[src/rtl/kcl_pkg.sv]
`timescale 1ns / 1ps
`default_nettype none

package kcl_pkg;

   localparam int CODE_DIGITS = 4;
   localparam int BUF_LEN     = CODE_DIGITS + 2;
   localparam int FILL_W      = $clog2(BUF_LEN + 1);

   localparam logic [7:0] KEY_CLOSE   = 8'h0C;
   localparam logic [7:0] KEY_SETCODE = 8'h0B;
   localparam logic [7:0] KEY_OPEN    = 8'h0A;
   localparam logic [7:0] EMPTY_MARK  = 8'hFF;

   typedef enum logic {
      CMD_KEY    = 1'b0,
      CMD_DECODE = 1'b1
   } cmd_type;

   typedef enum logic [2:0] {
      OP_UNCHANGED    = 3'd0,
      OP_CLOSING      = 3'd1,
      OP_CODE_CHANGED = 3'd2,
      OP_OPENING      = 3'd3,
      OP_WRONG        = 3'd4
   } op_type;

   typedef struct packed {
      cmd_type    cmd;
      logic [7:0] key_value;
   } req_type;

   typedef struct packed {
      logic   key_refused;
      op_type operation;
      logic   is_closed;
   } rsp_type;

endpackage

`default_nettype wire

[src/rtl/keypad_code_lock_unit.sv]
`timescale 1ns / 1ps
`default_nettype none
// The result of an accepted beat is registered in out_ff, or in skid_ff while out_ff is held, before it shows on rsp_.
// Throughput: one beat per cycle while req_stall is low; the lock state update is a single pass of compares.
// A two-entry output buffer keeps req_ taking beats while a result waits; req_stall
// rises only when both entries are full.
// Reset (synchronous, active high): buffer refilled with 0xFF, fill count zero,
// lock open, stored code all zero, output buffer empty.

module keypad_code_lock_unit (
   input  wire             clock,
   input  wire             reset,
   input  wire             req_valid,
   output logic            req_stall,
   input  wire kcl_pkg::req_type req_data,
   output logic            rsp_valid,
   input  wire             rsp_stall,
   output kcl_pkg::rsp_type rsp_data
);

   logic [7:0] buf_ff  [kcl_pkg::BUF_LEN];
   logic [7:0] buf_in  [kcl_pkg::BUF_LEN];
   logic [7:0] code_ff [kcl_pkg::CODE_DIGITS];
   logic [7:0] code_in [kcl_pkg::CODE_DIGITS];
   logic [kcl_pkg::FILL_W-1:0] fill_ff, fill_in;
   logic closed_ff, closed_in;

   logic            out_valid_ff, out_valid_in;
   logic            skid_valid_ff, skid_valid_in;
   kcl_pkg::rsp_type out_ff, out_in;
   kcl_pkg::rsp_type skid_ff, skid_in;
   kcl_pkg::rsp_type result;

   logic accept, take, match;

   assign req_stall = skid_valid_ff;
   assign accept    = req_valid && !skid_valid_ff;
   assign take      = out_valid_ff && !rsp_stall;
   assign rsp_valid = out_valid_ff;
   assign rsp_data  = out_ff;

   always_comb begin
      buf_in    = buf_ff;
      code_in   = code_ff;
      fill_in   = fill_ff;
      closed_in = closed_ff;
      result.key_refused = 1'b0;
      result.operation   = kcl_pkg::OP_UNCHANGED;
      match = (fill_ff == kcl_pkg::FILL_W'(kcl_pkg::CODE_DIGITS + 1));
      for (int i = 0; i < kcl_pkg::CODE_DIGITS; i++) begin
         if (buf_ff[i+1] != code_ff[i]) match = 1'b0;
      end
      unique case (req_data.cmd)
         kcl_pkg::CMD_KEY: begin
            if (fill_ff < kcl_pkg::FILL_W'(kcl_pkg::BUF_LEN)) begin
               for (int i = 0; i < kcl_pkg::BUF_LEN; i++) begin
                  if (fill_ff == kcl_pkg::FILL_W'(i)) buf_in[i] = req_data.key_value;
               end
               fill_in = fill_ff + kcl_pkg::FILL_W'(1);
            end else begin
               result.key_refused = 1'b1;
            end
         end
         kcl_pkg::CMD_DECODE: begin
            if (fill_ff != '0) begin
               if (!closed_ff) begin
                  if (buf_ff[0] == kcl_pkg::KEY_CLOSE && fill_ff == kcl_pkg::FILL_W'(1)) begin
                     closed_in = 1'b1;
                     result.operation = kcl_pkg::OP_CLOSING;
                  end else if (buf_ff[0] == kcl_pkg::KEY_SETCODE &&
                               fill_ff <= kcl_pkg::FILL_W'(kcl_pkg::CODE_DIGITS + 1)) begin
                     for (int i = 0; i < kcl_pkg::CODE_DIGITS; i++) code_in[i] = buf_ff[i+1];
                     result.operation = kcl_pkg::OP_CODE_CHANGED;
                  end
               end else if (buf_ff[0] == kcl_pkg::KEY_OPEN) begin
                  if (match) begin
                     closed_in = 1'b0;
                     result.operation = kcl_pkg::OP_OPENING;
                  end else begin
                     result.operation = kcl_pkg::OP_WRONG;
                  end
               end
               for (int i = 0; i < kcl_pkg::BUF_LEN; i++) buf_in[i] = kcl_pkg::EMPTY_MARK;
               fill_in = '0;
            end
         end
         default: ;
      endcase
      result.is_closed = closed_in;
   end

   // two-entry output buffer; a new beat only lands in skid when out is held
   always_comb begin
      out_valid_in  = out_valid_ff;
      skid_valid_in = skid_valid_ff;
      out_in        = out_ff;
      skid_in       = skid_ff;
      if (!out_valid_ff || take) begin
         if (skid_valid_ff) begin
            out_in        = skid_ff;
            out_valid_in  = 1'b1;
            skid_valid_in = 1'b0;
         end else if (accept) begin
            out_in       = result;
            out_valid_in = 1'b1;
         end else begin
            out_valid_in = 1'b0;
         end
      end else if (accept) begin
         skid_in       = result;
         skid_valid_in = 1'b1;
      end
   end

   always_ff @(posedge clock) begin
      out_ff  <= out_in;
      skid_ff <= skid_in;
      if (reset) begin
         out_valid_ff  <= 1'b0;
         skid_valid_ff <= 1'b0;
         fill_ff       <= '0;
         closed_ff     <= 1'b0;
         for (int i = 0; i < kcl_pkg::BUF_LEN; i++) buf_ff[i] <= kcl_pkg::EMPTY_MARK;
         for (int i = 0; i < kcl_pkg::CODE_DIGITS; i++) code_ff[i] <= 8'h00;
      end else begin
         out_valid_ff  <= out_valid_in;
         skid_valid_ff <= skid_valid_in;
         if (accept) begin
            fill_ff   <= fill_in;
            closed_ff <= closed_in;
            buf_ff    <= buf_in;
            code_ff   <= code_in;
         end
      end
   end

endmodule

`default_nettype wire

[config.mk]
export PLATFORM = sky130hd
export DESIGN_NAME = keypad_code_lock_unit
export DESIGN_NICKNAME = d
export VERILOG_FILES = /design/src/rtl/kcl_pkg.sv /design/src/rtl/keypad_code_lock_unit.sv
export SDC_FILE = /design/constraint.sdc
export NUM_CORES = 1
export LEC_CHECK = 0
export ABC_CLOCK_PERIOD_IN_PS = 2980
export BUFFER_PORTS_ARGS = -buffer_cell sky130_fd_sc_hd__buf_2
export CORE_MARGIN = 1
export CORE_UTILIZATION = 50
export DETAILED_ROUTE_END_ITERATION = 12
export PLACE_DENSITY = 0.76
export REMOVE_ABC_BUFFERS = 1
export SLEW_MARGIN = 20
export SYNTH_ARGS = -nofsm -noshare
export SYNTH_HDL_FRONTEND = slang
export SYNTH_SLANG_ARGS = --single-unit
[constraint.sdc]
create_clock -name clock -period 2.98 [get_ports clock]
set_input_delay 0.149 -clock clock [delete_from_list [all_inputs] [get_ports clock]]
set_output_delay 0.149 -clock clock [all_outputs]
set_load 0.01 [all_outputs]
* Yosys cells after proc, flatten, opt, wreduce, memory -nomap -nowiden *
Index checks and enable logic that the tools add are counted.

cells by class
  $add $sub $neg = 1
  multiply operators = 0
  divide/modulo/power cells = 0
  order comparisons = 2
  equality and inequality tests = 19
  shifts and indexed selects = 0
  muxes and demuxes = 35
  bitwise logic cells = 4
  reductions and logical operators = 21

operators by type and width
  operator                                                count
  two-way mux 48 bit                                      2
  case mux 48 bit (2 select lines)                        1
  two-way mux 8 bit                                       6
  != test 8 bit                                           4
  == test 8 x 4 -> 1 bit (second input constant)          3
  two-way mux 3 bit                                       7
  AND reduction 4 bit                                     5
  two-way mux 1 bit                                       14
  != test 2 bit (second input constant)                   6
  two-way mux 5 bit                                       2
  == test 3 x 2 -> 1 bit (second input constant)          2
  == test 3 bit (second input constant)                   2
  case mux 3 bit (2 select lines)                         1
  AND reduction 6 bit                                     1
  logical AND 1 bit                                       4
  two-way mux 2 bit                                       2
  NOT 1 bit                                               4
  AND reduction 2 bit                                     2
  adder 3 x 1 -> 3 bit (second input constant)            1
  == test 3 x 1 -> 1 bit (second input constant)          1
  less-or-equal comparator 3 bit (second input constant)  1
  zero test 1 bit                                         3
  zero test 3 bit                                         1
  less-than comparator 3 bit (second input constant)      1
  other kinds (6)                                         6

word-level totals
  register bits = 88
  bits in latches = 0
  memory bits (writable) = 0
  bits in read-only memories = 0
  input bits = 13
  word-level logic and storage cells = 101
  memories = 0

* Logic depth before layout (Yosys ltp) *
Gate-level depths: netlist of run 1.

  depth after elaboration = 12
  depth in mapped cells = 9
  gate-level depth less buffers = 7

* Least setup slack after synthesis of run 1 *
OpenSTA, ideal clock, no wires.

  path kind = register -> register
  from = register fill_ff[1] (netlist bit)
  to = register buf_ff[32] (netlist bit)
  library setup time = 120 ps
  data arrival time = 1,673 ps
  data required time = 2,860 ps
  setup slack = 1,187 ps
  stages on the path, launching flop included = 9
  buffers on the path = 2
  cell sequence = dfxtp_1 > inv_1 > ha_1 > nand2b_1 > nand2_1 > buf_4 > a21o_1 > buf_2 > a211o_1

between the ends
  longest elaborated chain between the ends = 3
  elaborated cells between the ends (all ways) = 7
  those cells by class = order compare (1); eq/ne (4); reduce/logical (2)

ends and longest elaborated chain
  item                                                                      line                          text
  start: declaration                                                        keypad_code_lock_unit.sv:25   logic [kcl_pkg::FILL_W-1:0] fill_ff, fill_in;
  start signal: assignment                                                  keypad_code_lock_unit.sv:129  fill_ff <= fill_in;
  less-than comparator 3 bit, or another cell as far along                  keypad_code_lock_unit.sv:55   if (fill_ff < kcl_pkg::FILL_W'(kcl_pkg::BUF_LEN)) begin
  != test 2 bit (no line) / != test 2 x 1 -> 1 bit (equally long branches)  n/a
  AND reduction 4 bit (no line) *                                           n/a
  end signal: assignment                                                    keypad_code_lock_unit.sv:131  buf_ff <= buf_in;
  end: declaration                                                          keypad_code_lock_unit.sv:21   logic [7:0] buf_ff [kcl_pkg::BUF_LEN];

Every way passes the cells marked *; elsewhere a longest branch is shown, timed or not.
A chain may end at the register's enable or synchronous reset.

* Worst setup path after layout of run 1 *
  from = register fill_ff[1] (netlist bit)
  to = register code_ff[3] (netlist bit)

between the ends
  longest elaborated chain between the ends = 4
  elaborated cells between the ends (all ways) = 7
  those cells by class = order compare (1); eq/ne (1); bitwise (1); reduce/logical (4)

ends and longest elaborated chain
  item                                                                    line                          text
  branches (longest 3 deep; another with less-or-equal comparator 3 bit)  n/a
  AND reduction 6 bit (no line) *                                         n/a
  end signal: assignment                                                  keypad_code_lock_unit.sv:132  code_ff <= code_in;
  end: declaration                                                        keypad_code_lock_unit.sv:23   logic [7:0] code_ff [kcl_pkg::CODE_DIGITS];

Every way passes the cells marked *.

==> results.py, run 1 <==
metrics = {
    "status": {
        "status": "complete, no violations",
    },
    "floorplanning": {
        "fp.dieW_um": 89.7,
        "core-area_mm2": 0.00733,
        "die_y_um": 89.7,
        "ios": 20,
        "initial_core_util": 0.524,
        "num_rows": 31,
        "die-area_mm2": 0.00804,
    },
    "global_routing": {
        "track_usage": 0.218,
        "grt_first_pass_wirelength_um": 12900,
        "grt_pass1_vias": 2635,
        "grt_max_degree": 46,
        "grt_overflow": 0,
        "antenna_found_initial": 0,
    },
    "clock_tree": {
        "cts_buffers": 9,
        "cts-root-buf": "clkbuf_8",
        "cts_sinks": 88,
        "clock_latency_ns": 0.36,
        "cts_hold_buf": 0,
        "post_cts_resize_count": 0,
        "cts_tree": "built",
        "cts_buffer_depth": 2,
        "post-cts-setup-buffers": 0,
        "cts.htree.levels": 3,
        "clk_pin_slew_ns": 0.09,
    },
    "pwr": {
        "switching_power_uw": 552,
        "swShare": 0.247,
        "p_seq_frac": 0.568,
        "powerDensity_mw_per_mm2": 537,
        "p_int_mw": 1.68,
        "power_leakage_nw": 1.46,
        "clkPwrFrac": 0.356,
        "comb_power_share": 0.076,
        "peakVddDrop_v": 0.000270,
    },
    "placed_design": {
        "placed_cells": 533,
        "gp_congestion": 0.839,
        "hpwl_um": 5470,
        "portBuffers": 19,
    },
    "synthesis": {
        "syn_avg_cell_area_um2": 8.81,
        "synth_edf_count": 10,
        "async_flop_share": 0,
        "syn-cell-area_mm2": 0.00384,
        "synth_seq_cells": 88,
        "yosysWarnings": 0,
        "ys_types": 36,
        "dominantRegCellSynth": "dfxtp_1",
        "syn_inst": 436,
        "yosysSeqAreaShare": 0.485,
    },
    "sta": {
        "finClkSkew_ns": 0.00903,
        "min_period_ns": 2.23,
        "finalSetupViolations": 0,
        "report.final.slew_viol_count": 0,
        "rsz0062_at_grt": "false",
        "worstMarginPinSlew_ns": 0.843,
        "fin_crit_sh": 0.748,
        "hold_slack_ns": 0.0864,
        "fin_setup_tns_ns": 0,
        "fmax_mhz": 449,
        "finalHoldViolations": 0,
        "slew_headroom": 0.438,
    },
    "worst_setup_path": {
        "worst_setup_path_start_kind": "flop",
        "worstPathRequired_ns": 3.19,
        "end_kind": "flop",
        "worstPathArrival_ns": 2.44,
        "criticalPathCategory": "flop to flop",
        "critPathMaxFanout": 32,
    },
    "drt": {
        "postRouteAntennaNets": 0,
        "routed_wl_um": 8290,
        "num_vias": 3099,
        "first_pass_iters": 5,
        "drt_iter0_drc": 199,
        "vias_per_cell": 5.64,
        "post-route-drc-count": 0,
        "wl_per_cell_um": 15.1,
    },
    "cells_and_area": {
        "fillers": 653,
        "post_route_cells_drive_above_1_share": 0.0911,
        "area_growth_pct": 8.30,
        "stdcell_count": 549,
        "antenna_cells": 0,
        "nNetsFinal": 463,
    },
    "flow_run": {
        "max_cap_violations": 0,
    },
    "worst_hold_path": {
        "timing.hold.worst.class": "input pin to flop",
    },
}
==> worst paths after layout <==
check                           slack [ns]          to       start  depth (start not counted)
worst min-delay path                  0.09   req_stall   rsp_stall                          3
worst min register to register        0.47  code_ff[1]  code_ff[1]                          2
worst max register to register        0.75  code_ff[3]  fill_ff[1]                          8
worst max-delay path                  0.75  code_ff[3]  fill_ff[1]                          8
==> sequential cells by signal (all words and copies together), names as in the netlist <==
register   cells
buf_ff        40
closed_ff      1
code_ff       32
fill_ff        3
req_stall      1
rsp_data       5
rsp_valid      1
skid_ff        5
==> per-layer routing <==
| layer | vias to the layer above | part of all wire | GRT usage |
|---|---|---|---|
| li1 | 1525 | - | - |
| met1 | 1462 | 0.47 | 0.286 |
| met2 | 104 | 0.47 | 0.351 |
| met3 | 8 | 0.053 | 0.0521 |
| met4 | 0 | 0.0099 | 0.0750 |
| met5 | - | 0 | 0 |
==> synth_stat cells (8+ instances only) <==
master,number,area share
nand3_1,8,0.010
a211o_1,40,0.091
buf_2,11,0.014
dfxtp_1,78,0.41
nor2_1,62,0.061
a21oi_1,44,0.057
edfxtp_1,10,0.078
nand4_1,13,0.021
nand2_1,75,0.073
xnor2_1,32,0.073
clkbuf_1,11,0.011
==> critical path, stage by stage (launching register included) <==
cell and delay, ns:
dfxtp_1 0.42, inv_1 0.11, ha_1 0.22, nand2b_1 0.14
nand2_1 0.27, or3_1 0.46, buf_4 0.27, nand2_1 0.12
a21oi_1 0.07
==> layout make-up <==
type	instances	area, um^2	area share
multi-input cells	317	1830	0.440
clock inverters	3	23.8	0.00571
well taps	99	124	0.0298
inverters	5	18.8	0.00451
repair buffers	24	133	0.0319
flip-flops and latches	88	1860	0.447
clock buffers	13	170	0.0409
==> cells in the final DEF (no fill, tap or decap), drive strengths merged, types with 2 or more instances in the layout <==
cell | netlist | routed
nand4b | 2 | 2
nand4 | 13 | 13
nor2 | 62 | 62
a21o | 4 | 4
a31oi | 3 | 3
nand2 | 75 | 75
nor4bb | 2 | 2
o21ai | 5 | 5
a211o | 40 | 40
o31ai | 3 | 3
buf | 15 | 24
nand3 | 8 | 8
clkbuf | 11 | 13
inv | 5 | 5
nand2b | 2 | 2
edfxtp | 10 | 10
clkinvlp | 0 | 2
xnor2 | 32 | 32
nor4 | 3 | 3
nor3 | 5 | 5
a21oi | 44 | 44
dfxtp | 78 | 78
ha | 5 | 5
==> stage by stage <==
stage | setup WS, ns | util | area [um^2] | total power [mW]
floorplan | 0.659 | - | 3700 | 1.40
finish | 0.751 | 0.568 | 4160 | 2.24
detailed placement | 0.782 | 0.541 | 3970 | 1.47
global placement | 0.883 | 0.541 | 3970 | 1.46
global route | 0.583 | 0.568 | 4160 | 2.33
CTS | 0.769 | 0.568 | 4160 | 2.25
==> power by group through the flow <==
stage,Sequential (mW),Clock [mW],Combinational [mW]
after detailed placement,1.30,0,0.169
after floorplan,1.29,0,0.104
after global routing,1.28,0.865,0.185
after global placement,1.30,0,0.166
after CTS,1.27,0.810,0.169
final,1.27,0.795,0.170
==> kinds of logic after synthesis <==
logic type / synth area share
and+or+nand+nor: 0.208
xor gates and xnor gates: 0.0729
buffers and inverters: 0.0407
adders and majority gates: 0.0163
AOI/OAI and AO/OA: 0.177
DFF: 0.485
No activity file was read; power rests on OpenSTA's default activity.
==> run 2: changes to the inputs <==
--- a/config.mk
+++ b/config.mk
@@ -5,7 +5,7 @@
 export SDC_FILE = /design/constraint.sdc
 export NUM_CORES = 1
 export LEC_CHECK = 0
-export ABC_CLOCK_PERIOD_IN_PS = 2980
+export ABC_CLOCK_PERIOD_IN_PS = 2200
 export BUFFER_PORTS_ARGS = -buffer_cell sky130_fd_sc_hd__buf_2
 export CORE_MARGIN = 1
 export CORE_UTILIZATION = 50
==> constraint.sdc (replaced) <==
create_clock -name clock -period 2.2 [get_ports clock]
set_input_delay 0.11 -clock clock [delete_from_list [all_inputs] [get_ports clock]]
set_output_delay 0.11 -clock clock [all_outputs]
set_load 0.01 [all_outputs]
==> run 2 against run 1 <==
- via count fell by 0.29%
- global-route usage rose by 1.1 points
- die area did not move
- clock power rose by 28%
- register-to-register slack got worse by 0.54 ns
- critical path depth fell by 1
- combinational power rose by 41%
- sequential share of layout area fell by 0.38 points
- non-clock buffer count rose by 5
- core utilization rose by 0.56 points
==> results.py, run 2 (same netlist as run 1, synthesis figures left out) <==
metrics = {
    "cells_and_area": {
        "largest_register_ffs": 40,
        "antenna_cells": 0,
        "postLayoutCellArea_mm2": 0.00420,
        "post_route_cells_drive_above_1_share": 0.110,
        "layout_common_cells": "dfxtp_1, nand2_1, nor2_1",
        "top_regs": "buf_ff (40), code_ff (32)",
        "nNetsFinal": 468,
        "regMostFlops": "buf_ff",
        "final_common_cell": "dfxtp_1",
        "area_growth_pct": 9.38,
    },
    "sta": {
        "slew_headroom": 0.513,
        "fmax_mhz": 502,
        "min_period_ns": 1.99,
        "finalHoldViolations": 0,
        "finalSetupViolations": 0,
        "report.final.slew_viol_count": 0,
        "fin_setup_tns_ns": 0,
        "worstMarginPinSlew_ns": 0.728,
        "finClkSkew_ns": 0.00718,
        "fin_crit_sh": 0.905,
        "rsz0062_at_grt": "false",
        "worst_slack_ns": 0.210,
    },
    "clock_tree": {
        "cts-root-buf": "clkbuf_8",
        "cts_tree": "built",
        "clk_pin_slew_ns": 0.09,
        "clock_latency_ns": 0.35,
        "cts_sinks": 88,
        "cts.htree.levels": 3,
        "cts_buffers": 9,
        "post_cts_resize_count": 0,
        "post-cts-setup-buffers": 0,
        "cts_buffer_depth": 2,
        "cts_hold_buf": 0,
    },
    "drt": {
        "vias_per_cell": 5.58,
        "drt_iter0_drc": 236,
        "first_pass_iters": 4,
        "wl_per_cell_um": 15.1,
        "postRouteAntennaNets": 0,
        "num_vias": 3090,
        "post-route-drc-count": 0,
        "routed_wl_um": 8370,
    },
    "pwr": {
        "peakVddDrop_v": 0.000377,
        "powerDensity_mw_per_mm2": 708,
        "power_mw": 2.98,
        "power_leakage_nw": 1.49,
    },
    "placed_design": {
        "hpwl_um": 5630,
        "portBuffers": 19,
        "dp_slack_ns": 0.213,
        "dpl_cell_area_mm2": 0.00402,
        "gp_congestion": 0.892,
    },
    "worst_setup_path": {
        "worstPathCellList": "inv_1, ha_1, nand2b_1, nand2_1, a21o_1, nor2_1, a211o_1",
        "worst_setup_path_start_kind": "flop",
        "end_kind": "flop",
        "worstPathRequired_ns": 2.44,
        "path_buf_inv": 1,
        "worstPathArrival_ns": 2.23,
        "criticalPathCategory": "flop to flop",
        "critPathMaxFanout": 16,
        "slowest_delay_ns": 0.47,
        "cp_slowest_cell": "a21o_1",
        "crit_family": "compound AO/OA/AOI/OAI gates",
    },
    "status": {
        "status": "complete, no violations",
    },
    "global_routing": {
        "grt_overflow": 0,
        "grt_pass1_vias": 2718,
        "grt_max_degree": 33,
        "antenna_found_initial": 0,
        "grt_first_pass_wirelength_um": 13600,
        "track_usage": 0.228,
    },
    "floorplanning": {
        "num_rows": 31,
        "ios": 20,
        "initial_core_util": 0.524,
        "fp.dieW_um": 89.7,
        "die-area_mm2": 0.00804,
        "die_y_um": 89.7,
        "core-area_mm2": 0.00733,
    },
    "worst_hold_path": {
        "timing.hold.worst.class": "input pin to flop",
    },
    "flow_run": {
        "max_cap_violations": 0,
    },
}
run 2: cell count changes in the layout (fill, tap and decap cells not counted), moves of 2 or more:
| cell | before | now |
|---|---|---|
| dfxtp_2 | 0 | 2 |
| clkbuf_1 | 2 | 0 |
| buf_4 | 5 | 9 |
| clkinv_2 | 0 | 3 |
| dfxtp_1 | 78 | 76 |
run 2: stage by stage:
stage / utilization / hold WS (ns) / std cells
floorplan: - / 0.179 / 410
global placement: 0.548 / 0.415 / 538
detailed placement: 0.548 / 0.428 / 538
CTS: 0.573 / 0.0438 / 554
global route: 0.573 / 0.0497 / 554
finish: 0.573 / 0.0550 / 554
run 2: path summary, 6_finish.rpt:
| path | endpoint | from | cells after the start | slack, ns |
|---|---|---|---|---|
| max | buf_ff[35] | fill_ff[1] | 7 | 0.21 |
| min | req_stall | rsp_stall | 3 | 0.06 |
| max reg2reg | buf_ff[35] | fill_ff[1] | 7 | 0.21 |
| min reg2reg | code_ff[23] | code_ff[23] | 2 | 0.47 |
run 2: layout make-up:
type,count,area [um^2]
Fill cell,665,3130
Sequential cell,88,1860
Multi-Input combinational cell,317,1830
Timing Repair Buffer,29,183
Clock buffer,11,151
Tap cell,99,124
Clock inverter,5,31.3
Inverter,5,18.8
run 2: where the power goes:
part	switching [mW]	total [mW]	internal, mW
Sequential	0.0476	1.72	1.67
Clock	0.549	1.02	0.468
Combinational	0.141	0.239	0.0982
Total	0.737	2.98	2.24
run 2: layer usage:
layer	vias to the layer above	share of wire	global-route usage
li1	1537	-	-
met1	1461	0.44	0.302
met2	76	0.49	0.358
met3	16	0.051	0.0676
met4	0	0.021	0.0736
met5	-	0	0
run 2: worst min-delay path, delay by kind of cell:
family                 cells  cell delay [ns]
buffers and inverters      1             0.11
and+or+nand+nor            2             0.14
